`src/rtl/servo_slew_rate_limiter_defines.svh`:
```
// ---------------------------------------------------------------------------
// Servo slew rate limiter assertion macros
// Shared assertion wrappers for the servo slew rate limiter.
// ---------------------------------------------------------------------------
`ifndef SERVO_SLEW_RATE_LIMITER_DEFINES_SVH
`define SERVO_SLEW_RATE_LIMITER_DEFINES_SVH

// Same-cycle implication, checked outside reset.
`define SSRL_ASSERT_NOW(lbl, clk, rst, ante, cons, msg) \
  lbl: assert property (@(posedge clk) disable iff (rst) (ante) |-> (cons)) else $error(msg);

// Next-cycle implication, checked outside reset.
`define SSRL_ASSERT_NEXT(lbl, clk, rst, ante, cons, msg) \
  lbl: assert property (@(posedge clk) disable iff (rst) (ante) |=> (cons)) else $error(msg);

`endif

```
`src/rtl/ssrl_pkg.sv`:
```
// ---------------------------------------------------------------------------
// Servo slew rate limiter package
// Constants, codes and types shared by the servo slew rate limiter files.
// ---------------------------------------------------------------------------
`default_nettype none

package ssrl_pkg;

  localparam int NUM_SERVOS   = 3;
  localparam int CENTER_PULSE = 1500;
  localparam int DEFAULT_STEP = 50;

  localparam int PULSE_W   = 16;
  localparam int ID_W      = 2;
  localparam int VAL_W     = 17;
  localparam int CFG_IDX_W = 2;
  localparam int IDX_W     = (NUM_SERVOS > 1) ? $clog2(NUM_SERVOS) : 1;

  localparam logic [PULSE_W-1:0] PULSE_FLOOR_RST   = PULSE_W'(500);
  localparam logic [PULSE_W-1:0] PULSE_CEIL_RST    = PULSE_W'(2500);
  localparam logic [PULSE_W-1:0] UPDATE_PERIOD_RST = PULSE_W'(20);

  typedef enum logic [1:0] {
    REQ_TARGET = 2'd0,
    REQ_SPEED  = 2'd1,
    REQ_STOP   = 2'd2,
    REQ_TICK   = 2'd3
  } req_type_t;

  typedef enum logic [CFG_IDX_W-1:0] {
    CFG_PULSE_FLOOR   = 2'd0,
    CFG_PULSE_CEIL    = 2'd1,
    CFG_UPDATE_PERIOD = 2'd2
  } cfg_reg_t;

  typedef enum logic [1:0] {
    S_IDLE,
    S_REQ,
    S_PASS_RD,
    S_PASS_WR
  } state_t;

  typedef struct packed {
    logic [PULSE_W-1:0] current;
    logic [PULSE_W-1:0] target;
    logic [PULSE_W-1:0] step;
  } servo_entry_t;

  typedef struct packed {
    logic               rd_en;
    logic [IDX_W-1:0]   rd_addr;
    logic               wr_en;
    logic [IDX_W-1:0]   wr_addr;
    servo_entry_t       wr_data;
  } mem_cmd_t;

  localparam servo_entry_t RESET_ENTRY = '{
    current: PULSE_W'(CENTER_PULSE),
    target:  PULSE_W'(CENTER_PULSE),
    step:    PULSE_W'(DEFAULT_STEP)
  };

endpackage

`default_nettype wire

```
`src/rtl/ssrl_req_if.sv`:
```
// ---------------------------------------------------------------------------
// Servo request channel
// Valid/ready channel carrying one request to the servo slew rate limiter.
// ---------------------------------------------------------------------------
`default_nettype none

interface ssrl_req_if;
  logic                               valid;
  logic                               ready;
  ssrl_pkg::req_type_t                req_type;
  logic [ssrl_pkg::ID_W-1:0]          servo_sel;
  logic signed [ssrl_pkg::VAL_W-1:0]  value;

  modport source (output valid, output req_type, output servo_sel, output value,
                  input ready);
  modport sink   (input valid, input req_type, input servo_sel, input value,
                  output ready);
endinterface

`default_nettype wire

```
`src/rtl/ssrl_res_if.sv`:
```
// ---------------------------------------------------------------------------
// Servo result channel
// Valid/ready channel carrying one result from the servo slew rate limiter.
// ---------------------------------------------------------------------------
`default_nettype none

interface ssrl_res_if;
  logic                          valid;
  logic                          ready;
  logic [ssrl_pkg::ID_W-1:0]     out_servo;
  logic [ssrl_pkg::PULSE_W-1:0]  pulse_us;
  logic                          moving;
  logic                          drive_update;
  logic                          is_last;

  modport source (output valid, output out_servo, output pulse_us,
                  output moving, output drive_update, output is_last,
                  input ready);
  modport sink   (input valid, input out_servo, input pulse_us,
                  input moving, input drive_update, input is_last,
                  output ready);
endinterface

`default_nettype wire

```
`src/rtl/ssrl_state_mem.sv`:
```
// ---------------------------------------------------------------------------
// Servo state memory
// One-port-read, one-port-write synchronous store of per-servo pulse state,
// with registered read data and per-entry valid bits for the reset value.
// ---------------------------------------------------------------------------
`default_nettype none

module ssrl_state_mem (
  input  logic                   clk,
  input  logic                   rst,
  input  ssrl_pkg::mem_cmd_t     cmd,
  output ssrl_pkg::servo_entry_t rd_entry
);

  ssrl_pkg::servo_entry_t          mem [ssrl_pkg::NUM_SERVOS];
  logic [ssrl_pkg::NUM_SERVOS-1:0] vld;
  ssrl_pkg::servo_entry_t          rd_q;
  logic                            rd_vld;

  always_ff @(posedge clk) begin
    if (cmd.wr_en) begin
      mem[cmd.wr_addr] <= cmd.wr_data;
    end
    if (cmd.rd_en) begin
      rd_q <= mem[cmd.rd_addr];
    end
  end

  always_ff @(posedge clk) begin
    if (rst) begin
      vld    <= '0;
      rd_vld <= 1'b0;
    end else begin
      if (cmd.rd_en) begin
        rd_vld <= vld[cmd.rd_addr];
      end
      if (cmd.wr_en) begin
        vld[cmd.wr_addr] <= 1'b1;
      end
    end
  end

  // An entry never written since reset reads as the reset state.
  assign rd_entry = rd_vld ? rd_q : ssrl_pkg::RESET_ENTRY;

endmodule

`default_nettype wire

```
`src/rtl/ssrl_step_calc.sv`:
```
// ---------------------------------------------------------------------------
// Servo state update
// Computes the new state of one servo for a request or an update pass step.
// ---------------------------------------------------------------------------
`default_nettype none

module ssrl_step_calc (
  input  ssrl_pkg::req_type_t               op,
  input  ssrl_pkg::servo_entry_t            entry_in,
  input  logic                              moving_in,
  input  logic signed [ssrl_pkg::VAL_W-1:0] value,
  input  logic [ssrl_pkg::PULSE_W-1:0]      pulse_floor,
  input  logic [ssrl_pkg::PULSE_W-1:0]      pulse_ceil,
  output ssrl_pkg::servo_entry_t            entry_out,
  output logic                              moving_out
);

  logic signed [ssrl_pkg::VAL_W-1:0] diff;
  logic [ssrl_pkg::VAL_W-1:0]        mag;
  logic                              snap;

  assign diff = $signed({1'b0, entry_in.target}) - $signed({1'b0, entry_in.current});
  assign mag  = diff[ssrl_pkg::VAL_W-1] ? ssrl_pkg::VAL_W'(-diff) : ssrl_pkg::VAL_W'(diff);
  assign snap = (mag <= {1'b0, entry_in.step});

  always_comb begin
    entry_out  = entry_in;
    moving_out = moving_in;
    unique case (op)
      ssrl_pkg::REQ_TARGET: begin
        if (value < $signed({1'b0, pulse_floor})) begin
          entry_out.target = pulse_floor;
        end else if (value > $signed({1'b0, pulse_ceil})) begin
          entry_out.target = pulse_ceil;
        end else begin
          entry_out.target = value[ssrl_pkg::PULSE_W-1:0];
        end
        moving_out = 1'b1;
      end
      ssrl_pkg::REQ_SPEED: begin
        entry_out.step = value[ssrl_pkg::VAL_W-1] ? '0 : value[ssrl_pkg::PULSE_W-1:0];
      end
      ssrl_pkg::REQ_STOP: begin
        entry_out.target = entry_in.current;
        moving_out       = 1'b0;
      end
      ssrl_pkg::REQ_TICK: begin
        if (snap) begin
          entry_out.current = entry_in.target;
          moving_out        = 1'b0;
        end else if (!diff[ssrl_pkg::VAL_W-1]) begin
          entry_out.current = entry_in.current + entry_in.step;
        end else begin
          entry_out.current = entry_in.current - entry_in.step;
        end
      end
      default: begin
        entry_out  = entry_in;
        moving_out = moving_in;
      end
    endcase
  end

endmodule

`default_nettype wire

```
`src/rtl/servo_slew_rate_limiter.sv`:
```
// A set-target, set-speed or stop request first reads its servo entry from the state memory, then in S_REQ,
// once the result register is free, writes the entry back and loads the result; ready is raised only in S_IDLE.
// A tick that runs an update pass walks the servos in order, reading and writing back each moving servo.
// A tick that runs no pass gives no result.
// Synchronous reset restores the registers, clears moving flags and the tick count,
// and marks every servo entry as holding the centre pulse and default step.
// ---------------------------------------------------------------------------
// Servo slew rate limiter
// Per-servo pulse ramp held in a state memory, with a sequencer that serves
// status requests and walks the servos on every update pass.
// ---------------------------------------------------------------------------
`default_nettype none

`include "servo_slew_rate_limiter_defines.svh"

module servo_slew_rate_limiter (
  input  logic                                 clk,
  input  logic                                 rst,
  ssrl_req_if.sink                             req,
  ssrl_res_if.source                           res,
  input  logic                                 cfg_we,
  input  logic [ssrl_pkg::CFG_IDX_W-1:0]       cfg_index,
  input  logic [ssrl_pkg::PULSE_W-1:0]         cfg_data
);

  localparam logic [ssrl_pkg::IDX_W-1:0] IDX_LAST = ssrl_pkg::IDX_W'(ssrl_pkg::NUM_SERVOS - 1);

  ssrl_pkg::state_t                     state, state_next;
  logic [ssrl_pkg::IDX_W-1:0]           idx, idx_next;
  logic [ssrl_pkg::NUM_SERVOS-1:0]      mov, mov_next;
  logic [ssrl_pkg::PULSE_W-1:0]         elapsed, elapsed_next, elapsed_inc;
  logic [ssrl_pkg::PULSE_W-1:0]         pulse_floor, pulse_ceil, update_period;

  ssrl_pkg::req_type_t                  rq_type;
  logic [ssrl_pkg::ID_W-1:0]            rq_id;
  logic [ssrl_pkg::IDX_W-1:0]           rq_addr;
  logic                                 rq_ok;
  logic signed [ssrl_pkg::VAL_W-1:0]    rq_val;
  logic                                 rq_load;
  logic                                 in_ok;

  logic                                 out_vld, out_free, out_load;
  logic [ssrl_pkg::ID_W-1:0]            out_servo, out_servo_next;
  logic [ssrl_pkg::PULSE_W-1:0]         out_pulse, out_pulse_next;
  logic                                 out_mov, out_mov_next;
  logic                                 out_drive, out_drive_next;
  logic                                 out_last, out_last_next;

  ssrl_pkg::mem_cmd_t                   mem_cmd;
  ssrl_pkg::servo_entry_t               rd_entry, new_entry;
  ssrl_pkg::req_type_t                  calc_op;
  logic [ssrl_pkg::IDX_W-1:0]           cur_addr;
  logic                                 new_mov;
  logic                                 later;
  logic                                 wb_state;
  logic                                 pass_wr;

  ssrl_state_mem u_mem (
    .clk      (clk),
    .rst      (rst),
    .cmd      (mem_cmd),
    .rd_entry (rd_entry)
  );

  assign calc_op  = (state == ssrl_pkg::S_PASS_WR) ? ssrl_pkg::REQ_TICK : rq_type;
  assign cur_addr = (state == ssrl_pkg::S_PASS_WR) ? idx : rq_addr;

  ssrl_step_calc u_calc (
    .op          (calc_op),
    .entry_in    (rd_entry),
    .moving_in   (mov[cur_addr]),
    .value       (rq_val),
    .pulse_floor (pulse_floor),
    .pulse_ceil  (pulse_ceil),
    .entry_out   (new_entry),
    .moving_out  (new_mov)
  );

  assign in_ok       = (req.servo_sel != '0) && (int'(req.servo_sel) <= ssrl_pkg::NUM_SERVOS);
  assign elapsed_inc = (elapsed == '1) ? elapsed : elapsed + 1'b1;
  assign out_free    = !out_vld || res.ready;
  assign wb_state    = (state == ssrl_pkg::S_REQ) || (state == ssrl_pkg::S_PASS_WR);
  assign pass_wr     = (state == ssrl_pkg::S_PASS_WR) && mem_cmd.wr_en;

  always_comb begin
    later = 1'b0;
    for (int j = 0; j < ssrl_pkg::NUM_SERVOS; j++) begin
      if ((j > int'(idx)) && mov[j]) begin
        later = 1'b1;
      end
    end
  end

  always_comb begin
    state_next     = state;
    idx_next       = idx;
    mov_next       = mov;
    elapsed_next   = elapsed;
    rq_load        = 1'b0;
    out_load       = 1'b0;
    out_servo_next = '0;
    out_pulse_next = '0;
    out_mov_next   = 1'b0;
    out_drive_next = 1'b0;
    out_last_next  = 1'b1;
    mem_cmd        = '0;
    req.ready      = 1'b0;
    unique case (state)
      ssrl_pkg::S_IDLE: begin
        req.ready = 1'b1;
        if (req.valid) begin
          rq_load = 1'b1;
          if (req.req_type == ssrl_pkg::REQ_TICK) begin
            if (elapsed_inc >= update_period) begin
              elapsed_next = '0;
              if (|mov) begin
                idx_next   = '0;
                state_next = ssrl_pkg::S_PASS_RD;
              end
            end else begin
              elapsed_next = elapsed_inc;
            end
          end else begin
            state_next      = ssrl_pkg::S_REQ;
            mem_cmd.rd_en   = in_ok;
            mem_cmd.rd_addr = ssrl_pkg::IDX_W'(req.servo_sel - 1'b1);
          end
        end
      end
      ssrl_pkg::S_REQ: begin
        if (out_free) begin
          out_load   = 1'b1;
          state_next = ssrl_pkg::S_IDLE;
          if (rq_ok) begin
            mem_cmd.wr_en     = 1'b1;
            mem_cmd.wr_addr   = rq_addr;
            mem_cmd.wr_data   = new_entry;
            mov_next[rq_addr] = new_mov;
            out_servo_next    = rq_id;
            out_pulse_next    = new_entry.current;
            out_mov_next      = new_mov;
          end
        end
      end
      ssrl_pkg::S_PASS_RD: begin
        if (mov[idx]) begin
          mem_cmd.rd_en   = 1'b1;
          mem_cmd.rd_addr = idx;
          state_next      = ssrl_pkg::S_PASS_WR;
        end else if (idx == IDX_LAST) begin
          state_next = ssrl_pkg::S_IDLE;
        end else begin
          idx_next = idx + 1'b1;
        end
      end
      ssrl_pkg::S_PASS_WR: begin
        if (out_free) begin
          mem_cmd.wr_en   = 1'b1;
          mem_cmd.wr_addr = idx;
          mem_cmd.wr_data = new_entry;
          mov_next[idx]   = new_mov;
          out_load        = 1'b1;
          out_servo_next  = ssrl_pkg::ID_W'(idx) + 1'b1;
          out_pulse_next  = new_entry.current;
          out_mov_next    = new_mov;
          out_drive_next  = 1'b1;
          out_last_next   = !later;
          if (idx == IDX_LAST) begin
            state_next = ssrl_pkg::S_IDLE;
          end else begin
            idx_next   = idx + 1'b1;
            state_next = ssrl_pkg::S_PASS_RD;
          end
        end
      end
      default: begin
        state_next = ssrl_pkg::S_IDLE;
      end
    endcase
  end

  always_ff @(posedge clk) begin
    if (rst) begin
      state   <= ssrl_pkg::S_IDLE;
      idx     <= '0;
      mov     <= '0;
      elapsed <= '0;
      out_vld <= 1'b0;
    end else begin
      state   <= state_next;
      idx     <= idx_next;
      mov     <= mov_next;
      elapsed <= elapsed_next;
      if (out_load) begin
        out_vld <= 1'b1;
      end else if (res.ready) begin
        out_vld <= 1'b0;
      end
    end
  end

  always_ff @(posedge clk) begin
    if (rst) begin
      pulse_floor   <= ssrl_pkg::PULSE_FLOOR_RST;
      pulse_ceil    <= ssrl_pkg::PULSE_CEIL_RST;
      update_period <= ssrl_pkg::UPDATE_PERIOD_RST;
    end else if (cfg_we) begin
      unique case (cfg_index)
        ssrl_pkg::CFG_PULSE_FLOOR:   pulse_floor   <= cfg_data;
        ssrl_pkg::CFG_PULSE_CEIL:    pulse_ceil    <= cfg_data;
        ssrl_pkg::CFG_UPDATE_PERIOD: update_period <= cfg_data;
        default: begin
        end
      endcase
    end
  end

  always_ff @(posedge clk) begin
    if (rq_load) begin
      rq_type <= req.req_type;
      rq_id   <= req.servo_sel;
      rq_addr <= ssrl_pkg::IDX_W'(req.servo_sel - 1'b1);
      rq_ok   <= in_ok;
      rq_val  <= req.value;
    end
    if (out_load) begin
      out_servo <= out_servo_next;
      out_pulse <= out_pulse_next;
      out_mov   <= out_mov_next;
      out_drive <= out_drive_next;
      out_last  <= out_last_next;
    end
  end

  assign res.valid        = out_vld;
  assign res.out_servo    = out_servo;
  assign res.pulse_us     = out_pulse;
  assign res.moving       = out_mov;
  assign res.drive_update = out_drive;
  assign res.is_last      = out_last;

  `SSRL_ASSERT_NOW(a_wr_in_rmw, clk, rst, mem_cmd.wr_en, wb_state, "write outside write-back")
  `SSRL_ASSERT_NOW(a_pass_moving, clk, rst, pass_wr, mov[idx], "pass wrote a servo at rest")
  `SSRL_ASSERT_NEXT(a_load_sets_valid, clk, rst, out_load, out_vld, "loaded result not presented")

endmodule

`default_nettype wire

```
`src/flat_wrapper.sv`:
```
// flat-port wrapper written by rule: the top's interface ports become plain ports
module servo_slew_rate_limiter_flat 
  (clk, rst, cfg_we, cfg_index, cfg_data, req_valid, req_req_type, req_servo_sel, req_value, req_ready, res_valid, res_out_servo, res_pulse_us, res_moving, res_drive_update, res_is_last, res_ready);
  ssrl_req_if req_i ();
  ssrl_res_if res_i ();
  input  logic clk;
  input  logic rst;
  input  logic cfg_we;
  input  logic [ssrl_pkg::CFG_IDX_W-1:0] cfg_index;
  input  logic [ssrl_pkg::PULSE_W-1:0] cfg_data;
  input wire logic [$bits(req_i.valid)-1:0] req_valid;
  input wire logic [$bits(req_i.req_type)-1:0] req_req_type;
  input wire logic [$bits(req_i.servo_sel)-1:0] req_servo_sel;
  input wire logic [$bits(req_i.value)-1:0] req_value;
  output wire logic [$bits(req_i.ready)-1:0] req_ready;
  output wire logic [$bits(res_i.valid)-1:0] res_valid;
  output wire logic [$bits(res_i.out_servo)-1:0] res_out_servo;
  output wire logic [$bits(res_i.pulse_us)-1:0] res_pulse_us;
  output wire logic [$bits(res_i.moving)-1:0] res_moving;
  output wire logic [$bits(res_i.drive_update)-1:0] res_drive_update;
  output wire logic [$bits(res_i.is_last)-1:0] res_is_last;
  input wire logic [$bits(res_i.ready)-1:0] res_ready;
  assign req_i.valid = req_valid;
  assign req_i.req_type = req_req_type;
  assign req_i.servo_sel = req_servo_sel;
  assign req_i.value = req_value;
  assign req_ready = req_i.ready;
  assign res_valid = res_i.valid;
  assign res_out_servo = res_i.out_servo;
  assign res_pulse_us = res_i.pulse_us;
  assign res_moving = res_i.moving;
  assign res_drive_update = res_i.drive_update;
  assign res_is_last = res_i.is_last;
  assign res_i.ready = res_ready;
  servo_slew_rate_limiter u_core (.clk(clk), .rst(rst), .req(req_i), .res(res_i), .cfg_we(cfg_we), .cfg_index(cfg_index), .cfg_data(cfg_data));
endmodule
```
`config.mk`:
```
export PLATFORM = sky130hd
export DESIGN_NAME = servo_slew_rate_limiter_flat
export DESIGN_NICKNAME = d
export VERILOG_FILES = /design/src/rtl/ssrl_pkg.sv /design/src/rtl/ssrl_req_if.sv /design/src/rtl/ssrl_res_if.sv /design/src/rtl/ssrl_state_mem.sv /design/src/rtl/ssrl_step_calc.sv /design/src/rtl/servo_slew_rate_limiter.sv /design/src/flat_wrapper.sv
export VERILOG_INCLUDE_DIRS = /design/src /design/src/rtl
export SDC_FILE = /design/constraint.sdc
export NUM_CORES = 1
export LEC_CHECK = 0
export ABC_CLOCK_PERIOD_IN_PS = 6600
export BUFFER_PORTS_ARGS = -buffer_cell sky130_fd_sc_hd__buf_2
export CELL_PAD_IN_SITES_DETAIL_PLACEMENT = 1
export CELL_PAD_IN_SITES_GLOBAL_PLACEMENT = 1
export CORE_AREA = 2 2 197 199
export DETAILED_ROUTE_END_ITERATION = 10
export DIE_AREA = 0 0 199 201
export GPL_TIMING_DRIVEN = 0
export PLACE_DENSITY = 0.81
export SYNTH_ARGS = -nofsm -noshare
export SYNTH_HDL_FRONTEND = slang
export SYNTH_SLANG_ARGS = --single-unit
```
`constraint.sdc`:
```
create_clock -name clk -period 6.6 [get_ports clk]
set_input_delay 0 -clock clk [delete_from_list [all_inputs] [get_ports clk]]
set_output_delay 0 -clock clk [all_outputs]
set_load 0.005 [all_outputs]
```
## Word level (Yosys, flattened, before mapping)

Memory sizes are Yosys's and may differ from the RTL's. A register that Yosys moved wholly into a read port is not among the register bits.
Index checks and enable logic that the tools add are counted.

- Reductions and logical operators: 25
- Add/sub/neg operators: 7
- Magnitude comparators: 14
- Eq/ne operators: 22
- Bitwise gates (word level): 1
- Multiplexer cells: 83

Operators by type and width:

| cell | count |
|---|---|
| 2-to-1 mux 16 bit | 12 |
| 2-to-1 mux 51 bit | 3 |
| case mux 51 bit (2 select lines) | 1 |
| case mux 16 bit (2 select lines) | 2 |
| 2-to-1 mux 48 bit | 1 |
| 2-to-1 mux 2 bit | 21 |
| 2-to-1 mux 1 bit | 21 |
| 2-to-1 mux 3 bit | 6 |
| > comparator 17 bit | 1 |
| <= comparator 17 x 16 -> 1 bit | 1 |
| less-than comparator 17 bit | 1 |
| 2-to-1 mux 17 bit | 1 |
| negation 17 bit | 1 |
| subtractor 16 x 16 -> 17 bit | 1 |
| adder 16 x 1 -> 16 bit (second input constant) | 1 |
| adder 16 bit | 1 |
| == test 16 bit (second input constant) | 1 |
| greater-or-equal comparator 16 bit | 1 |
| subtractor 16 bit | 1 |
| less-than comparator 2 x 3 -> 1 bit (second input constant) | 5 |
| == test 2 bit (second input constant) | 7 |
| != test 2 x 1 -> 1 bit (second input constant) | 6 |
| case mux 3 bit (2 select lines) | 2 |
| case mux 2 bit (4 select lines) | 1 |
| 30 further kinds | 53 |

- Logic and storage cells: 173
- Memory bits (writable): 144
- Bits in registers: 121
- Memories kept: 1
- Bits of input ports: 44
- Output and inout bits: 23

Memory list:

| name | words | width | read ports | clocked after memory_dff | write ports | line | RTL |
|---|---|---|---|---|---|---|---|
| u_core.u_mem.mem | 3 | 48 | 1 | 1 | 1 | ssrl_state_mem.sv:15 | `ssrl_pkg::servo_entry_t mem [ssrl_pkg::NUM_SERVOS];` |

## Depth between registers and ports, before layout

Gate-level depths: netlist of run 1.

- Depth in word-level cells: 15
- Gate-level depth with buffers: 32
- Gate-level depth less buffers: 26

## Hierarchy

Synthesis of run 1 repeated with hierarchy kept, for this count alone.

- Cell total of the unflattened synthesis: 1747
- Area total of the unflattened synthesis: 17524.3 um^2

Modules (own cells, without submodules):

| module | area an instance (um^2) | times used | sequential area each (um^2) | cells each |
|---|---|---|---|---|
| ssrl_state_mem | 7259.5 | 1 | 5845.6 | 425 |
| servo_slew_rate_limiter | 5625.4 | 1 | 2792.7 | 623 |
| ssrl_step_calc | 4639.4 | 1 | 0.0 | 699 |

## Worst setup path after synthesis of run 1

Ideal clock, no wire load.

- Path type: register -> register
- Start: reg u_core.u_mem.rd_vld
- End: reg u_core.out_pulse, in the netlist u_core.res.pulse_us[15], data pin
- Cell stages (with the launch flop): 32
- Arrival: 6.223 ns
- Setup time: 0.256 ns
- Path slack: 0.121 ns
- Clock period less this slack: 6.479 ns
- Required time: 6.344 ns
- Path buffers: 5
- Path through: dfxtp_1 > buf_2 > buf_1 > clkbuf_1 > clkbuf_1 > nand2_1 > inv_1 > ha_1 > inv_1 > fa_1 > a211oi_1 > a211oi_2 > a211oi_4 > nor2_2 > a21boi_0 > clkbuf_1 > nor2_1 > a21oi_1 > inv_1 > ha_1 > nor2b_1 > o21ai_0 > nand2b_1 > o221ai_1 > a31oi_1 > a211oi_1 > o221ai_1 > a211oi_1 > o21ai_0 > a21oi_1 > xnor2_1 > o41ai_1

- Cells in the longest elaborated chain, start to end: 10
- Elaborated cells on any way between the ends: 14
- Those cells by class: 4 x add/sub; 1 x order compare; 9 x mux

RTL lines:

| what | line | RTL |
|---|---|---|
| from (decl) | ssrl_state_mem.sv:18 | `logic rd_vld;` |
| from (signal assigned) | ssrl_state_mem.sv:35 | `rd_vld <= vld[cmd.rd_addr];` |
| 2-to-1 mux 48 bit (*) | ssrl_state_mem.sv:44 | `assign rd_entry = rd_vld ? rd_q : ssrl_pkg::RESET_ENTRY;` |
| subtractor 16 x 16 -> 17 bit | ssrl_step_calc.sv:22 | `assign diff = $signed({1'b0, entry_in.target}) - $signed({1'b0, entry_in.current});` |
| negation 17 bit | ssrl_step_calc.sv:23 | `assign mag = diff[ssrl_pkg::VAL_W-1] ? ssrl_pkg::VAL_W'(-diff) : ssrl_pkg::VAL_W'(diff);` |
| 2-to-1 mux 17 bit | ssrl_step_calc.sv:23 |  |
| <= comparator 17 x 16 -> 1 bit | ssrl_step_calc.sv:24 | `assign snap = (mag <= {1'b0, entry_in.step});` |
| 2-to-1 mux 16 bit | ssrl_step_calc.sv:48 | `if (snap) begin` |
| 2-to-1 mux 16 bit (*) | ssrl_step_calc.sv:29 | `unique case (op)` |
| 2-to-1 mux 16 bit | servo_slew_rate_limiter.sv:134 | `if (rq_ok) begin` |
| 2-to-1 mux 16 bit | servo_slew_rate_limiter.sv:131 | `if (out_free) begin` |
| case mux 16 bit (2 select lines) (*) | servo_slew_rate_limiter.sv:108 | `unique case (state)` |
| to (signal assigned) | servo_slew_rate_limiter.sv:228 | `out_pulse <= out_pulse_next;` |
| to (decl) | servo_slew_rate_limiter.sv:44 | `logic [ssrl_pkg::PULSE_W-1:0] out_pulse, out_pulse_next;` |

Every way passes the cells marked *; elsewhere a longest branch is shown, timed or not.
A chain may end at the register's enable or synchronous reset.

## Worst setup path in the final report of run 1

- Start: reg u_core.u_mem.rd_vld
- End: reg u_core.out_pulse, in the netlist u_core.res.pulse_us[1], data pin

Same word-level chain as after synthesis.

==> results of run 1 <==
flip-flops by register name, summed over array words and instances, names as in the netlist, 16 cells and up:
name                  cells
u_core.elapsed           16
u_core.pulse_ceil        16
u_core.pulse_floor       16
u_core.res.pulse_us      16
u_core.rq_val            17
u_core.u_mem.mem        144
u_core.u_mem.rd_q        48
u_core.update_period     16
worst reg2reg max path, delay by kind of cell, from the launching register on:
| kind | cells | cell delay (ns) |
|---|---|---|
| AOI/OAI and AO/OA | 14 | 2.70 |
| buffers and inverters | 11 | 1.97 |
| and+or+nand+nor | 3 | 0.22 |
| DFF | 1 | 0.39 |
| xor gates and xnor gates | 1 | 0.13 |
| adders and majority gates | 3 | 0.78 |
stage by stage:
| step | hold WS [ns] | utilization [%] | cell area, um2 | TNS [ns] | total power, W |
|---|---|---|---|---|---|
| floorplan | 0.0989 | - | 16900 | 0 | 0.00423 |
| global placement | 0.180 | 46.9 | 17900 | -167.60 | 0.00486 |
| detailed placement | 0.178 | 47.3 | 18000 | -137.27 | 0.00496 |
| CTS | 0.159 | 52.0 | 19800 | 0 | 0.00704 |
| global route | 0.153 | 52.5 | 20000 | -0.0745 | 0.00762 |
| finish | 0.166 | 52.5 | 20000 | 0 | 0.00728 |
power by group through the flow:
stage / Combinational [W] / Sequential [W] / Clock, W
final: 0.00298 / 0.00240 / 0.00189
after global routing: 0.00322 / 0.00241 / 0.00199
after CTS: 0.00272 / 0.00240 / 0.00192
after detailed placement: 0.00252 / 0.00244 / 0
after global placement: 0.00242 / 0.00244 / 0
after floorplan: 0.00183 / 0.00240 / 0
area by class of cell:
cell class	count	area, um2
clock buffer	44	930
multi-input combinational	1138	7900
tap	518	648
inverter	93	349
timing repair buffer	132	995
clock inverter	17	165
fill	4162	18100
sequential	313	8640
buffer	79	382
how the worst max path moves through the flow:
stage                         from                 endpoint  slack [ns]  cells past startpoint
6_report       u_core.u_mem.rd_vld   u_core.res.pulse_us[1]        0.15                     32
5_1_grt        u_core.u_mem.rd_vld   u_core.res.pulse_us[1]       -0.03                     32
4_1_cts        u_core.u_mem.rd_vld  u_core.u_mem.mem[2][47]        0.01                     32
3_5_place_dp   u_core.u_mem.rd_vld  u_core.u_mem.mem[1][47]       -2.74                     31
3_3_place_gp   u_core.u_mem.rd_vld  u_core.res.pulse_us[15]       -2.35                     31
2_1_floorplan  u_core.u_mem.rd_vld  u_core.res.pulse_us[15]        0.12                     31
layer usage:
layer | vias to the layer above | global-route usage (%) | share of wire (%)
met4 | 0 | 10.9 | 3.6
li1 | 6254 | - | -
met3 | 111 | 4.44 | 5.6
met5 | - | 0 | 0
met2 | 460 | 45.4 | 50
met1 | 6867 | 33.7 | 41
timing repair:
| action | 4_1_cts | 5_1_grt |
|---|---|---|
| buffers inserted | 5 | 10 |
| endpoints found under the hold margin | 75 | 0 |
| gates resized for setup | 52 | 36 |
| pin swaps | 11 | 12 |
| hold buffers | 44 | 0 |
| endpoints found under the setup margin | 68 | 68 |
placed cells by master (no fill, tap or decap), types with 7 or more instances in the layout:
cell / count
mux2_2: 16
clkbuf_16: 35
or3_1: 14
edfxtp_1: 237
buf_2: 65
and2_1: 14
nand2_1: 195
inv_1: 93
xor2_1: 18
a21oi_1: 106
a211oi_2: 11
ha_1: 98
a21o_1: 26
o221a_2: 16
o31ai_1: 9
a211o_1: 14
o21a_1: 13
nand3_1: 20
nor2_1: 121
buf_1: 7
a31oi_1: 21
nand2b_1: 28
nor3_1: 14
nor3b_1: 20
buf_4: 16
buf_6: 9
o21ai_0: 79
clkbuf_1: 66
dlygate4sd3_1: 44
nand4_1: 14
a22o_1: 13
nor2b_1: 15
a211oi_1: 7
xnor2_1: 49
mux2i_1: 59
dfxtp_1: 75
a311oi_1: 19
logic make-up (layout without fill, tap and decap cells):
group | after synthesis | after routing | synth area share, %
mux | 76 | 76 | 4.62
xor+xnor | 69 | 69 | 3.58
buf+inv | 172 | 365 | 3.89
flops | 313 | 313 | 51.1
fa+ha+maj | 100 | 100 | 7.49
simple gates | 494 | 494 | 13.6
compound gates | 399 | 399 | 15.6
==> run summary, run 1 <==
DRT
-----------------------------------------------------------------------------------------
Iteration-0 DRC Markers                                                               875
Drt drc                                                                                 0
Drt via density                                                                      5.87
Number of antenna-violating nets in the routed design                                   0
TritonRoute pass-1 iters                                                                7
DR vias                                                                             13700
Routed wire length                                                                52.9 mm
Average wire per cell in the routed design                                        22.7 um

PLACEMENT
-----------------------------------------------------------------------------------------
Count of input and output buffers                                                      65
Worst slack at placement                                                         -2.74 ns
Half-perimeter wire length after placement                                        38.2 mm
Final GP Congestion                                                                 0.968
Cell count after placement                                                           2214

SYNTHESIS
-----------------------------------------------------------------------------------------
Instance count of the mapped netlist                                                 1623
Synth top area cells                                                         edfxtp_1 42%, dfxtp_1 9.0%, ha_1 7.3%
Post-synthesis sequential area ratio                                                51.1%
Most frequently used cell type in the post-synthesis netlist                     edfxtp_1
Primary FF master, synth                                                         edfxtp_1
Nets in the synthesized netlist                                                      1767
Portion of synthesized cell area occupied by the leading cell type                  42.1%
Synthesized area per cell                                                        10.4 um2
Top cells by instance count after synthesis                                  237 x edfxtp_1, 198 x nand2_1, 125 x nor2_1
Total of warnings raised by yosys                                                       0
Number of register bits inferred by synthesis                                         313
Number of unique standard cell types used by synthesis                                 71
Cell type contributing the most total cell area after synthesis                  edfxtp_1
Count of flip-flops with a built-in enable after synthesis                            237
Post-synthesis instance area                                                    16900 um2
Proportion of register bits with asynchronous set or reset after synthesis             0%

FINAL LAYOUT
-----------------------------------------------------------------------------------------
Syn-to-layout area delta                                                            18.4%
Final non-filler cell total                                                          2334
Final #Nets                                                                          1935
Layout cell share with drive strength beyond 1                                      13.3%
Number of diodes                                                                        0

SETUP PATH
-----------------------------------------------------------------------------------------
Master of the slowest instance on the critical path                               o31ai_2
Setup slack of the worst register-to-register path                                0.15 ns
Worst path arrival time                                                           6.73 ns
Category of the worst setup path capture point                                       flop
Element type at the critical path start                                              flop
Number of cells on the worst reg-to-reg path                                           32
Delay of the slowest critical-path stage                                          0.49 ns
FF-to-FF End                                                                 u_core.res.pulse_us[1]
Buffer and inverter count on the worst path                                            11
Required time at the worst-slack endpoint                                         6.88 ns
Worst path most repeated cell                                                       buf_6
Critical path fanouts, max                                                             10
Critical Setup Path Class                                                    flop to flop
Launching point of the worst reg2reg path                                    u_core.u_mem.rd_vld
Family of cells with the greatest summed delay on the critical path          compound AO/OA/AOI/OAI gates

CLOCK TREE
-----------------------------------------------------------------------------------------
Clock latency of the later-clocked register in the worst-skew pair                0.53 ns
Number of H-tree levels                                                                 2
Clock tree root buffer cell                                                     clkbuf_16
TritonCTS buffer count                                                                 34
Buffer levels on the longest clock path                                                 3
Clock tree from TritonCTS                                                             yes
Clock transition at the registers of the reported paths                           0.06 ns
Number of clock sinks seen by CTS                                                     313

DIE
-----------------------------------------------------------------------------------------
Initial core utilization                                                            44.3%
Horizontal die dimension                                                           199 um
Number of cell rows                                                                    72
I/O pin cnt                                                                            67
Floorplan Core Area                                                             38100 um2
Die area                                                                        40000 um2
Vertical die dimension                                                             201 um

STA
-----------------------------------------------------------------------------------------
FMAX                                                                              155 MHz
Transition at the pin with the smallest max-transition slack                      1.39 ns
Final Skew                                                                      0.0204 ns
Ratio of final minimum period to clock period                                       97.8%
Hold Violations, Final                                                                  0
Final count of negative-setup-slack endpoints                                           0
Minimum setup slack in the final design                                          0.148 ns
Number of pins with negative max-slew slack in the final report                         0
Minimum clock period                                                              6.45 ns
Rel. slew slack                                                                     7.17%

PWR
-----------------------------------------------------------------------------------------
Pleak                                                                             7.37 nW
Net Sw Power                                                                    0.00268 W
Share of total power in combinational logic                                         41.0%
Highest ir drop seen on vdd                                                        219 uV
Part of the total power dissipated in sequential elements                           33.0%
Power density normalized to cell area                                          364 nW/um2
Internal power summed over all cells                                            0.00460 W
Clock group share of total power                                                    26.0%
Proportion of total power due to net switching                                      36.8%

GLOBAL ROUTE
-----------------------------------------------------------------------------------------
Wire length of the first global-routing pass                                      81.4 mm
Tot GR Track Use                                                                    26.7%
Vias in the first global route                                                      14200
Final global-route overflow total                                                       0
Maximum number of pins on one net before global-route repair                           31
Antenna violations before repair                                                        0

OUTCOME
-----------------------------------------------------------------------------------------
Result of the run                                                            complete, no violations

HOLD PATH
-----------------------------------------------------------------------------------------
Number of instances on the worst hold path                                              3
Min-delay src                                                                         rst
HP Class                                                                     input port to flop
Hold endpoint                                                                u_core.state[1]

JOB
-----------------------------------------------------------------------------------------
Reported max-cap violation count                                                        0

Power figures use the tool's default switching activity.
==> run 2, diff against run 1 <==
--- a/config.mk
+++ b/config.mk
@@ -10,11 +10,12 @@
 export BUFFER_PORTS_ARGS = -buffer_cell sky130_fd_sc_hd__buf_2
 export CELL_PAD_IN_SITES_DETAIL_PLACEMENT = 1
 export CELL_PAD_IN_SITES_GLOBAL_PLACEMENT = 1
-export CORE_AREA = 2 2 197 199
+export CORE_AREA = 2 2 193 195
+export CTS_BUF_LIST = sky130_fd_sc_hd__clkbuf_2 sky130_fd_sc_hd__clkbuf_4 sky130_fd_sc_hd__clkbuf_8
 export DETAILED_ROUTE_END_ITERATION = 10
-export DIE_AREA = 0 0 199 201
+export DIE_AREA = 0 0 195 197
 export GPL_TIMING_DRIVEN = 0
-export PLACE_DENSITY = 0.81
+export PLACE_DENSITY = 0.84
 export SYNTH_ARGS = -nofsm -noshare
 export SYNTH_HDL_FRONTEND = slang
 export SYNTH_SLANG_ARGS = --single-unit
==> run 2 against run 1 <==
Compared with the run above:
- register-to-register slack improved by 0.13 ns
- sequential power about the same
- sequential share of layout area increased by 0.11 points
- critical path depth rose by 1
- clock skew is 0.010 ns higher
- global-route usage up 1.0 points
- critical endpoint is now u_core.res.pulse_us[7]
==> run summary, run 2 (synthesized netlist as in run 1, its figures left out) <==
DRT
---------------------------------------------------------------------------------
Iteration-0 DRC Markers                                                       937   was 875
Drt drc                                                                         0   unchanged
TritonRoute pass-1 iters                                                        6   was 7
DR vias                                                                     13800   was 13700
Drt via density                                                              5.94   was 5.87
Number of antenna-violating nets in the routed design                           0   unchanged
Routed wire length                                                        53.1 mm   was 52.9 mm
Average wire per cell in the routed design                                22.9 um   was 22.7 um

CLOCK TREE
---------------------------------------------------------------------------------
Clock tree from TritonCTS                                                     yes   unchanged
Clock transition at the registers of the reported paths                   0.06 ns   about the same
Buffer levels on the longest clock path                                         3   unchanged
Number of clock sinks seen by CTS                                             313   unchanged
Number of H-tree levels                                                         2   unchanged
TritonCTS buffer count                                                         51   was 34
Clock latency of the later-clocked register in the worst-skew pair        0.63 ns   was 0.53 ns
Clock tree root buffer cell                                              clkbuf_8   was clkbuf_16

SETUP PATH
---------------------------------------------------------------------------------
Delay of the slowest critical-path stage                                  0.47 ns   was 0.49 ns
Required time at the worst-slack endpoint                                 6.98 ns   was 6.88 ns
Worst path most repeated cell                                               buf_6   unchanged
Worst path arrival time                                                   6.70 ns   was 6.73 ns
Master of the slowest instance on the critical path                         or4_4   was o31ai_2
Element type at the critical path start                                      flop   unchanged
Critical Setup Path Class                                            flop to flop   unchanged
Category of the worst setup path capture point                               flop   unchanged
Critical path fanouts, max                                                     19   was 10

FINAL LAYOUT
---------------------------------------------------------------------------------
Number of diodes                                                                0   unchanged
Syn-to-layout area delta                                                    18.1%   was 18.4%
Final #Nets                                                                  1958   was 1935
Largest register FFs                                                          144   unchanged
Commonest cells after routing, fill and taps aside                   237 x edfxtp_1, 195 x nand2_1, 120 x nor2_1   was 237 x edfxtp_1, 195 x nand2_1, 121 x nor2_1
Layout cell share with drive strength beyond 1                              15.5%   was 13.3%
Final non-filler cell total                                                  2324   was 2334
Register with the highest flop count                                 u_core.u_mem.mem   unchanged
Fin util                                                                    55.0%   was 52.5%
Largest registers                                                    u_core.u_mem.mem x144, u_core.u_mem.rd_q x48, u_core.rq_val x17   unchanged
Commonest non-fill, non-tap cell in the layout                           edfxtp_1   unchanged

STA
---------------------------------------------------------------------------------
Final count of negative-setup-slack endpoints                                   0   unchanged
FMAX                                                                      158 MHz   was 155 MHz
Final Skew                                                              0.0306 ns   was 0.0204 ns
Transition at the pin with the smallest max-transition slack              1.31 ns   was 1.39 ns
Minimum clock period                                                      6.32 ns   was 6.45 ns
Ratio of final minimum period to clock period                               95.8%   was 97.8%
Minimum setup slack in the final design                                  0.276 ns   was 0.148 ns
Number of pins with negative max-slew slack in the final report                 0   unchanged
Rel. slew slack                                                             12.6%   was 7.17%
Hold Violations, Final                                                          0   unchanged
Final hold slack                                                        0.0975 ns   was 0.166 ns

DIE
---------------------------------------------------------------------------------
Horizontal die dimension                                                   195 um   was 199 um
Number of cell rows                                                            70   was 72
Die area                                                                38400 um2   was 40000 um2
Initial core utilization                                                    46.6%   was 44.3%
I/O pin cnt                                                                    67   unchanged
Floorplan Core Area                                                     36300 um2   was 38100 um2
Vertical die dimension                                                     197 um   was 201 um

PWR
---------------------------------------------------------------------------------
Part of the total power dissipated in sequential elements                   33.5%   was 33.0%
Proportion of total power due to net switching                              36.8%   about the same
Highest ir drop seen on vdd                                                203 uV   was 219 uV
Clock group share of total power                                            25.1%   was 26.0%
Pleak                                                                     7.44 nW   was 7.37 nW
Net Sw Power                                                            0.00264 W   was 0.00268 W
Final Power                                                             0.00717 W   was 0.00728 W
Internal power summed over all cells                                    0.00453 W   was 0.00460 W
Share of total power in combinational logic                                 41.4%   was 41.0%
Power density normalized to cell area                                  359 nW/um2   was 364 nW/um2

GLOBAL ROUTE
---------------------------------------------------------------------------------
Wire length of the first global-routing pass                              82.1 mm   was 81.4 mm
Maximum number of pins on one net before global-route repair                   32   was 31
Antenna violations before repair                                                0   unchanged
Vias in the first global route                                              14700   was 14200
Final global-route overflow total                                               0   unchanged
Tot GR Track Use                                                            27.7%   was 26.7%

PLACEMENT
---------------------------------------------------------------------------------
Final GP Congestion                                                         0.939   was 0.968
Cell count after placement                                                   2165   was 2214
Count of input and output buffers                                              65   unchanged
Half-perimeter wire length after placement                                38.0 mm   was 38.2 mm
Worst slack at placement                                                 -2.73 ns   was -2.74 ns

OUTCOME
---------------------------------------------------------------------------------
Result of the run                                                    complete, no violations   unchanged

HOLD PATH
---------------------------------------------------------------------------------
HP Class                                                             input port to flop   unchanged

JOB
---------------------------------------------------------------------------------
Reported max-cap violation count                                                0   unchanged

-- run 2: power by group through the flow --
| stage | Combinational [W] | Sequential, W | Clock (W) |
|---|---|---|---|
| 6_report | 0.00297 | 0.00240 | 0.00180 |
| 3_5_place_dp | 0.00252 | 0.00244 | 0 |
| 2_1_floorplan | 0.00183 | 0.00240 | 0 |
| 5_1_grt | 0.00322 | 0.00241 | 0.00190 |
| 3_3_place_gp | 0.00240 | 0.00244 | 0 |
| 4_1_cts | 0.00272 | 0.00240 | 0.00183 |
-- run 2: cell type report --
class	instances	area, um2
plain buffers	78	363
well taps	468	586
clock inverters	16	136
repair buffers	139	1070
clock buffers	79	950
fillers	3979	16300
inverters	93	349
multi-input cells	1138	7860
flip-flops and latches	313	8640
-- run 2: timing repair --
| item | in CTS | in global routing |
|---|---|---|
| endpoints found under the hold margin | 76 | 0 |
| pin swaps | 13 | 10 |
| resized for setup | 52 | 28 |
| hold buffers | 44 | 0 |
| buffers inserted | 9 | 12 |
| endpoints found under the setup margin | 68 | 68 |
-- run 2: worst max-delay path: cells and delay by family, from the launching register on --
kind	cells	cell delay, ns
fa+ha+maj	3	0.88
flops	1	0.39
xor+xnor	2	0.25
buf+inv	10	1.59
compound gates	10	1.59
simple gates	8	1.35
-- run 2: per-stage QoR --
step | area (um2) | setup TNS (ns)
2_1_floorplan | 16900 | 0
5_1_grt | 20000 | -0.0932
6_report | 20000 | 0
4_1_cts | 19800 | 0
3_5_place_dp | 18000 | -139.91
3_3_place_gp | 17800 | -162.71
-- run 2: final timing paths --
kind | start | endpoint | slack, ns | cells after the start
setup / recovery | u_core.u_mem.rd_vld | u_core.res.pulse_us[7] | 0.28 | 33
hold reg to reg | u_core.update_period[13] | u_core.update_period[13] | 0.46 | 2
hold / removal | req_value[5] | u_core.rq_val[5] | 0.1 | 2
setup reg to reg | u_core.u_mem.rd_vld | u_core.res.pulse_us[7] | 0.28 | 33
-- run 2: per-layer routing --
metal | vias to the layer above | track usage, % | part of all wire [%]
li1 | 6327 | - | -
met1 | 6851 | 33.8 | 41
met2 | 480 | 47.8 | 49
met3 | 147 | 5.25 | 5.9
met4 | 0 | 13.0 | 4.4
met5 | - | 0 | 0
==> run 3, diff against run 2 <==
--- a/config.mk
+++ b/config.mk
@@ -6,7 +6,7 @@
 export SDC_FILE = /design/constraint.sdc
 export NUM_CORES = 1
 export LEC_CHECK = 0
-export ABC_CLOCK_PERIOD_IN_PS = 6600
+export ABC_CLOCK_PERIOD_IN_PS = 5580
 export BUFFER_PORTS_ARGS = -buffer_cell sky130_fd_sc_hd__buf_2
 export CELL_PAD_IN_SITES_DETAIL_PLACEMENT = 1
 export CELL_PAD_IN_SITES_GLOBAL_PLACEMENT = 1
==> constraint.sdc (replaced) <==
create_clock -name clk -period 5.58 [get_ports clk]
set_input_delay 0 -clock clk [delete_from_list [all_inputs] [get_ports clk]]
set_output_delay 0 -clock clk [all_outputs]
set_load 0.005 [all_outputs]
==> run 3 against run 2 <==
Compared with the run above:
- the run now ends with negative setup slack left
- cell count increased by 1.7%
- critical path depth down 2
- global-route usage rose by 1.9 points
- non-clock buffer count grew 39
- utilization increased by 2.6 points
- cell area rose by 4.8%
- routed wire length increased by 10%
- sequential power is 19% higher
- clock-buffer cell count is the same
- register-to-register slack lost 0.89 ns
- sequential share of layout area fell by 2.0 points
- total power increased by 40%
==> run summary, run 3 (synthesized netlist as in run 1, its figures left out) <==
OUTCOME
---------------------------------------------------------------------------------
Result of the run                                                    finished, violations left   was complete, no violations
Violated checks                                                      negative setup slack

FINAL LAYOUT
---------------------------------------------------------------------------------
Largest register FFs                                                          144   unchanged
Commonest non-fill, non-tap cell in the layout                           edfxtp_1   unchanged
Syn-to-layout area delta                                                    23.8%   was 18.1%
Layout cell share with drive strength beyond 1                              20.3%   was 15.5%
Final non-filler cell total                                                  2364   was 2324
Commonest cells after routing, fill and taps aside                   237 x edfxtp_1, 190 x nand2_1, 113 x nor2_1   was 237 x edfxtp_1, 195 x nand2_1, 120 x nor2_1
Largest registers                                                    u_core.u_mem.mem x144, u_core.u_mem.rd_q x48, u_core.rq_val x17   unchanged
Register with the highest flop count                                 u_core.u_mem.mem   unchanged
Fin util                                                                    57.7%   was 55.0%
Final #Nets                                                                  1999   was 1958
Final Instance Area                                                     20900 um2   was 20000 um2
Number of diodes                                                                0   unchanged

CLOCK TREE
---------------------------------------------------------------------------------
TritonCTS buffer count                                                         53   was 51
Clock tree root buffer cell                                              clkbuf_8   unchanged
Number of clock sinks seen by CTS                                             313   unchanged
Number of H-tree levels                                                         2   unchanged
Clock latency of the later-clocked register in the worst-skew pair        0.62 ns   was 0.63 ns
Buffer levels on the longest clock path                                         3   unchanged
Clock tree from TritonCTS                                                     yes   unchanged
Clock transition at the registers of the reported paths                   0.08 ns   was 0.06 ns

GLOBAL ROUTE
---------------------------------------------------------------------------------
Tot GR Track Use                                                            29.7%   was 27.7%
Vias in the first global route                                              15400   was 14700
Final global-route overflow total                                               0   unchanged
Wire length of the first global-routing pass                              87.8 mm   was 82.1 mm
Maximum number of pins on one net before global-route repair                   32   unchanged
Antenna violations before repair                                                0   unchanged

STA
---------------------------------------------------------------------------------
Number of pins with negative max-slew slack in the final report                 0   unchanged
Final Skew                                                              0.0231 ns   was 0.0306 ns
Setup repair after global routing missed its margin                           yes
Minimum setup slack in the final design                                 -0.611 ns   was 0.276 ns
Final count of negative-setup-slack endpoints                                  68   was 0
Hold Violations, Final                                                          0   unchanged
Minimum clock period                                                      6.19 ns   was 6.32 ns
Final hold slack                                                        0.0914 ns   was 0.0975 ns
Transition at the pin with the smallest max-transition slack              1.37 ns   was 1.31 ns
FMAX                                                                      162 MHz   was 158 MHz
Ratio of final minimum period to clock period                                111%   was 95.8%
Rel. slew slack                                                             8.44%   was 12.6%

DIE
---------------------------------------------------------------------------------
Die area                                                                38400 um2   unchanged
I/O pin cnt                                                                    67   unchanged
Vertical die dimension                                                     197 um   unchanged
Number of cell rows                                                            70   unchanged
Horizontal die dimension                                                   195 um   unchanged
Initial core utilization                                                    46.6%   unchanged
Floorplan Core Area                                                     36300 um2   unchanged

SETUP PATH
---------------------------------------------------------------------------------
Launching point of the worst reg2reg path                            u_core.u_mem.rd_vld   unchanged
FF-to-FF End                                                         u_core.u_mem.mem[2][41]   was u_core.res.pulse_us[7]
Setup slack of the worst register-to-register path                       -0.61 ns   was 0.28 ns
Number of cells on the worst reg-to-reg path                                   31   was 33
Critical path fanouts, max                                                      5   was 19
Element type at the critical path start                                      flop   unchanged
Source of the critical timing path                                   u_core.u_mem.rd_vld   unchanged
Category of the worst setup path capture point                               flop   unchanged
Worst path arrival time                                                   6.50 ns   was 6.70 ns
Master of the slowest instance on the critical path                         or4_4   unchanged
Required time at the worst-slack endpoint                                 5.89 ns   was 6.98 ns
Delay of the slowest critical-path stage                                  0.54 ns   was 0.47 ns
Critical Setup Path Class                                            flop to flop   unchanged

PWR
---------------------------------------------------------------------------------
Pleak                                                                     7.76 nW   was 7.44 nW
Power density normalized to cell area                                  482 nW/um2   was 359 nW/um2
Highest ir drop seen on vdd                                                374 uV   was 203 uV

DRT
---------------------------------------------------------------------------------
Drt drc                                                                         0   unchanged
DR vias                                                                     14400   was 13800
Drt via density                                                              6.10   was 5.94
Iteration-0 DRC Markers                                                       973   was 937
Number of antenna-violating nets in the routed design                           0   unchanged
Average wire per cell in the routed design                                24.8 um   was 22.9 um
Routed wire length                                                        58.7 mm   was 53.1 mm
TritonRoute pass-1 iters                                                        5   was 6

HOLD PATH
---------------------------------------------------------------------------------
HP Class                                                             input port to flop   unchanged
Number of instances on the worst hold path                                      2   unchanged
Hold endpoint                                                        u_core.rq_val[2]   was u_core.rq_val[5]
Min-delay src                                                        req_value[2]   was req_value[5]

PLACEMENT
---------------------------------------------------------------------------------
Final GP Congestion                                                         0.927   was 0.939
Half-perimeter wire length after placement                                38.6 mm   was 38.0 mm
Post-DP Area                                                            18000 um2   about the same
Worst slack at placement                                                 -1.87 ns   was -2.73 ns
Cell count after placement                                                   2163   was 2165
Count of input and output buffers                                              65   unchanged

JOB
---------------------------------------------------------------------------------
Reported max-cap violation count                                                0   unchanged

-- run 3: cell count changes in the layout (fill, tap and decap cells not counted), moves of 6 or more --
cell / delta
buf_4: +28
nor2_1: -7
nor2_4: +6
a21oi_4: +6
a21oi_1: -7
buf_6: +6
-- run 3: metrics by stage --
step                total power [W]  TNS [ns]
global route                 0.0104    -41.52
global placement            0.00580   -202.87
CTS                         0.00944    -18.58
detailed placement          0.00594   -116.01
finish                       0.0101    -33.91
floorplan                   0.00507         0
-- run 3: worst max-delay path, delay by kind of cell, from the launching register on --
family / cells / cell delay [ns]
compound gates: 7 / 1.38
xor+xnor: 2 / 0.20
fa+ha+maj: 3 / 0.83
buf+inv: 9 / 1.21
flops: 1 / 0.39
mux: 1 / 0.32
simple gates: 9 / 1.50
-- run 3: final cells by class --
| class | count | area [um2] |
|---|---|---|
| inverters | 93 | 349 |
| plain buffers | 78 | 454 |
| clock inverters | 17 | 90.1 |
| fillers | 3901 | 15300 |
| multi-input cells | 1138 | 8430 |
| clock buffers | 79 | 943 |
| flip-flops and latches | 313 | 8640 |
| well taps | 468 | 586 |
| repair buffers | 178 | 1420 |
-- run 3: how the worst max path moves through the flow --
stage,end,slack (ns)
after floorplan,u_core.res.pulse_us[15],0.04
after global placement,u_core.u_mem.mem[2][0],-1.85
after detailed placement,u_core.u_mem.mem[0][37],-1.87
after CTS,u_core.u_mem.mem[1][47],-0.38
after global routing,u_core.res.pulse_us[15],-0.75
final,u_core.u_mem.mem[2][41],-0.61
-- run 3: report_power, final --
group | switching (W) | internal (W)
clock network | 0.000961 | 0.00108
registers | 0.000112 | 0.00274
logic | 0.00288 | 0.00231
-- run 3: per-layer routing --
metal / vias to the layer above / global-route usage (%) / part of all wire [%]
met4: 0 / 15.8 / 5.6
met3: 233 / 4.74 / 6.2
met1: 7183 / 35.2 / 39
li1: 6392 / - / -
met2: 622 / 51.9 / 49
met5: - / 0 / 0
-- run 3: repair_timing --
action	in CTS	in global routing
pin swaps	77	48
gates cloned	3	0
endpoints found under the hold margin	75	0
hold buffers	44	0
setup buffers	52	18
setup endpoints to repair	78	78
resized for setup	148	44
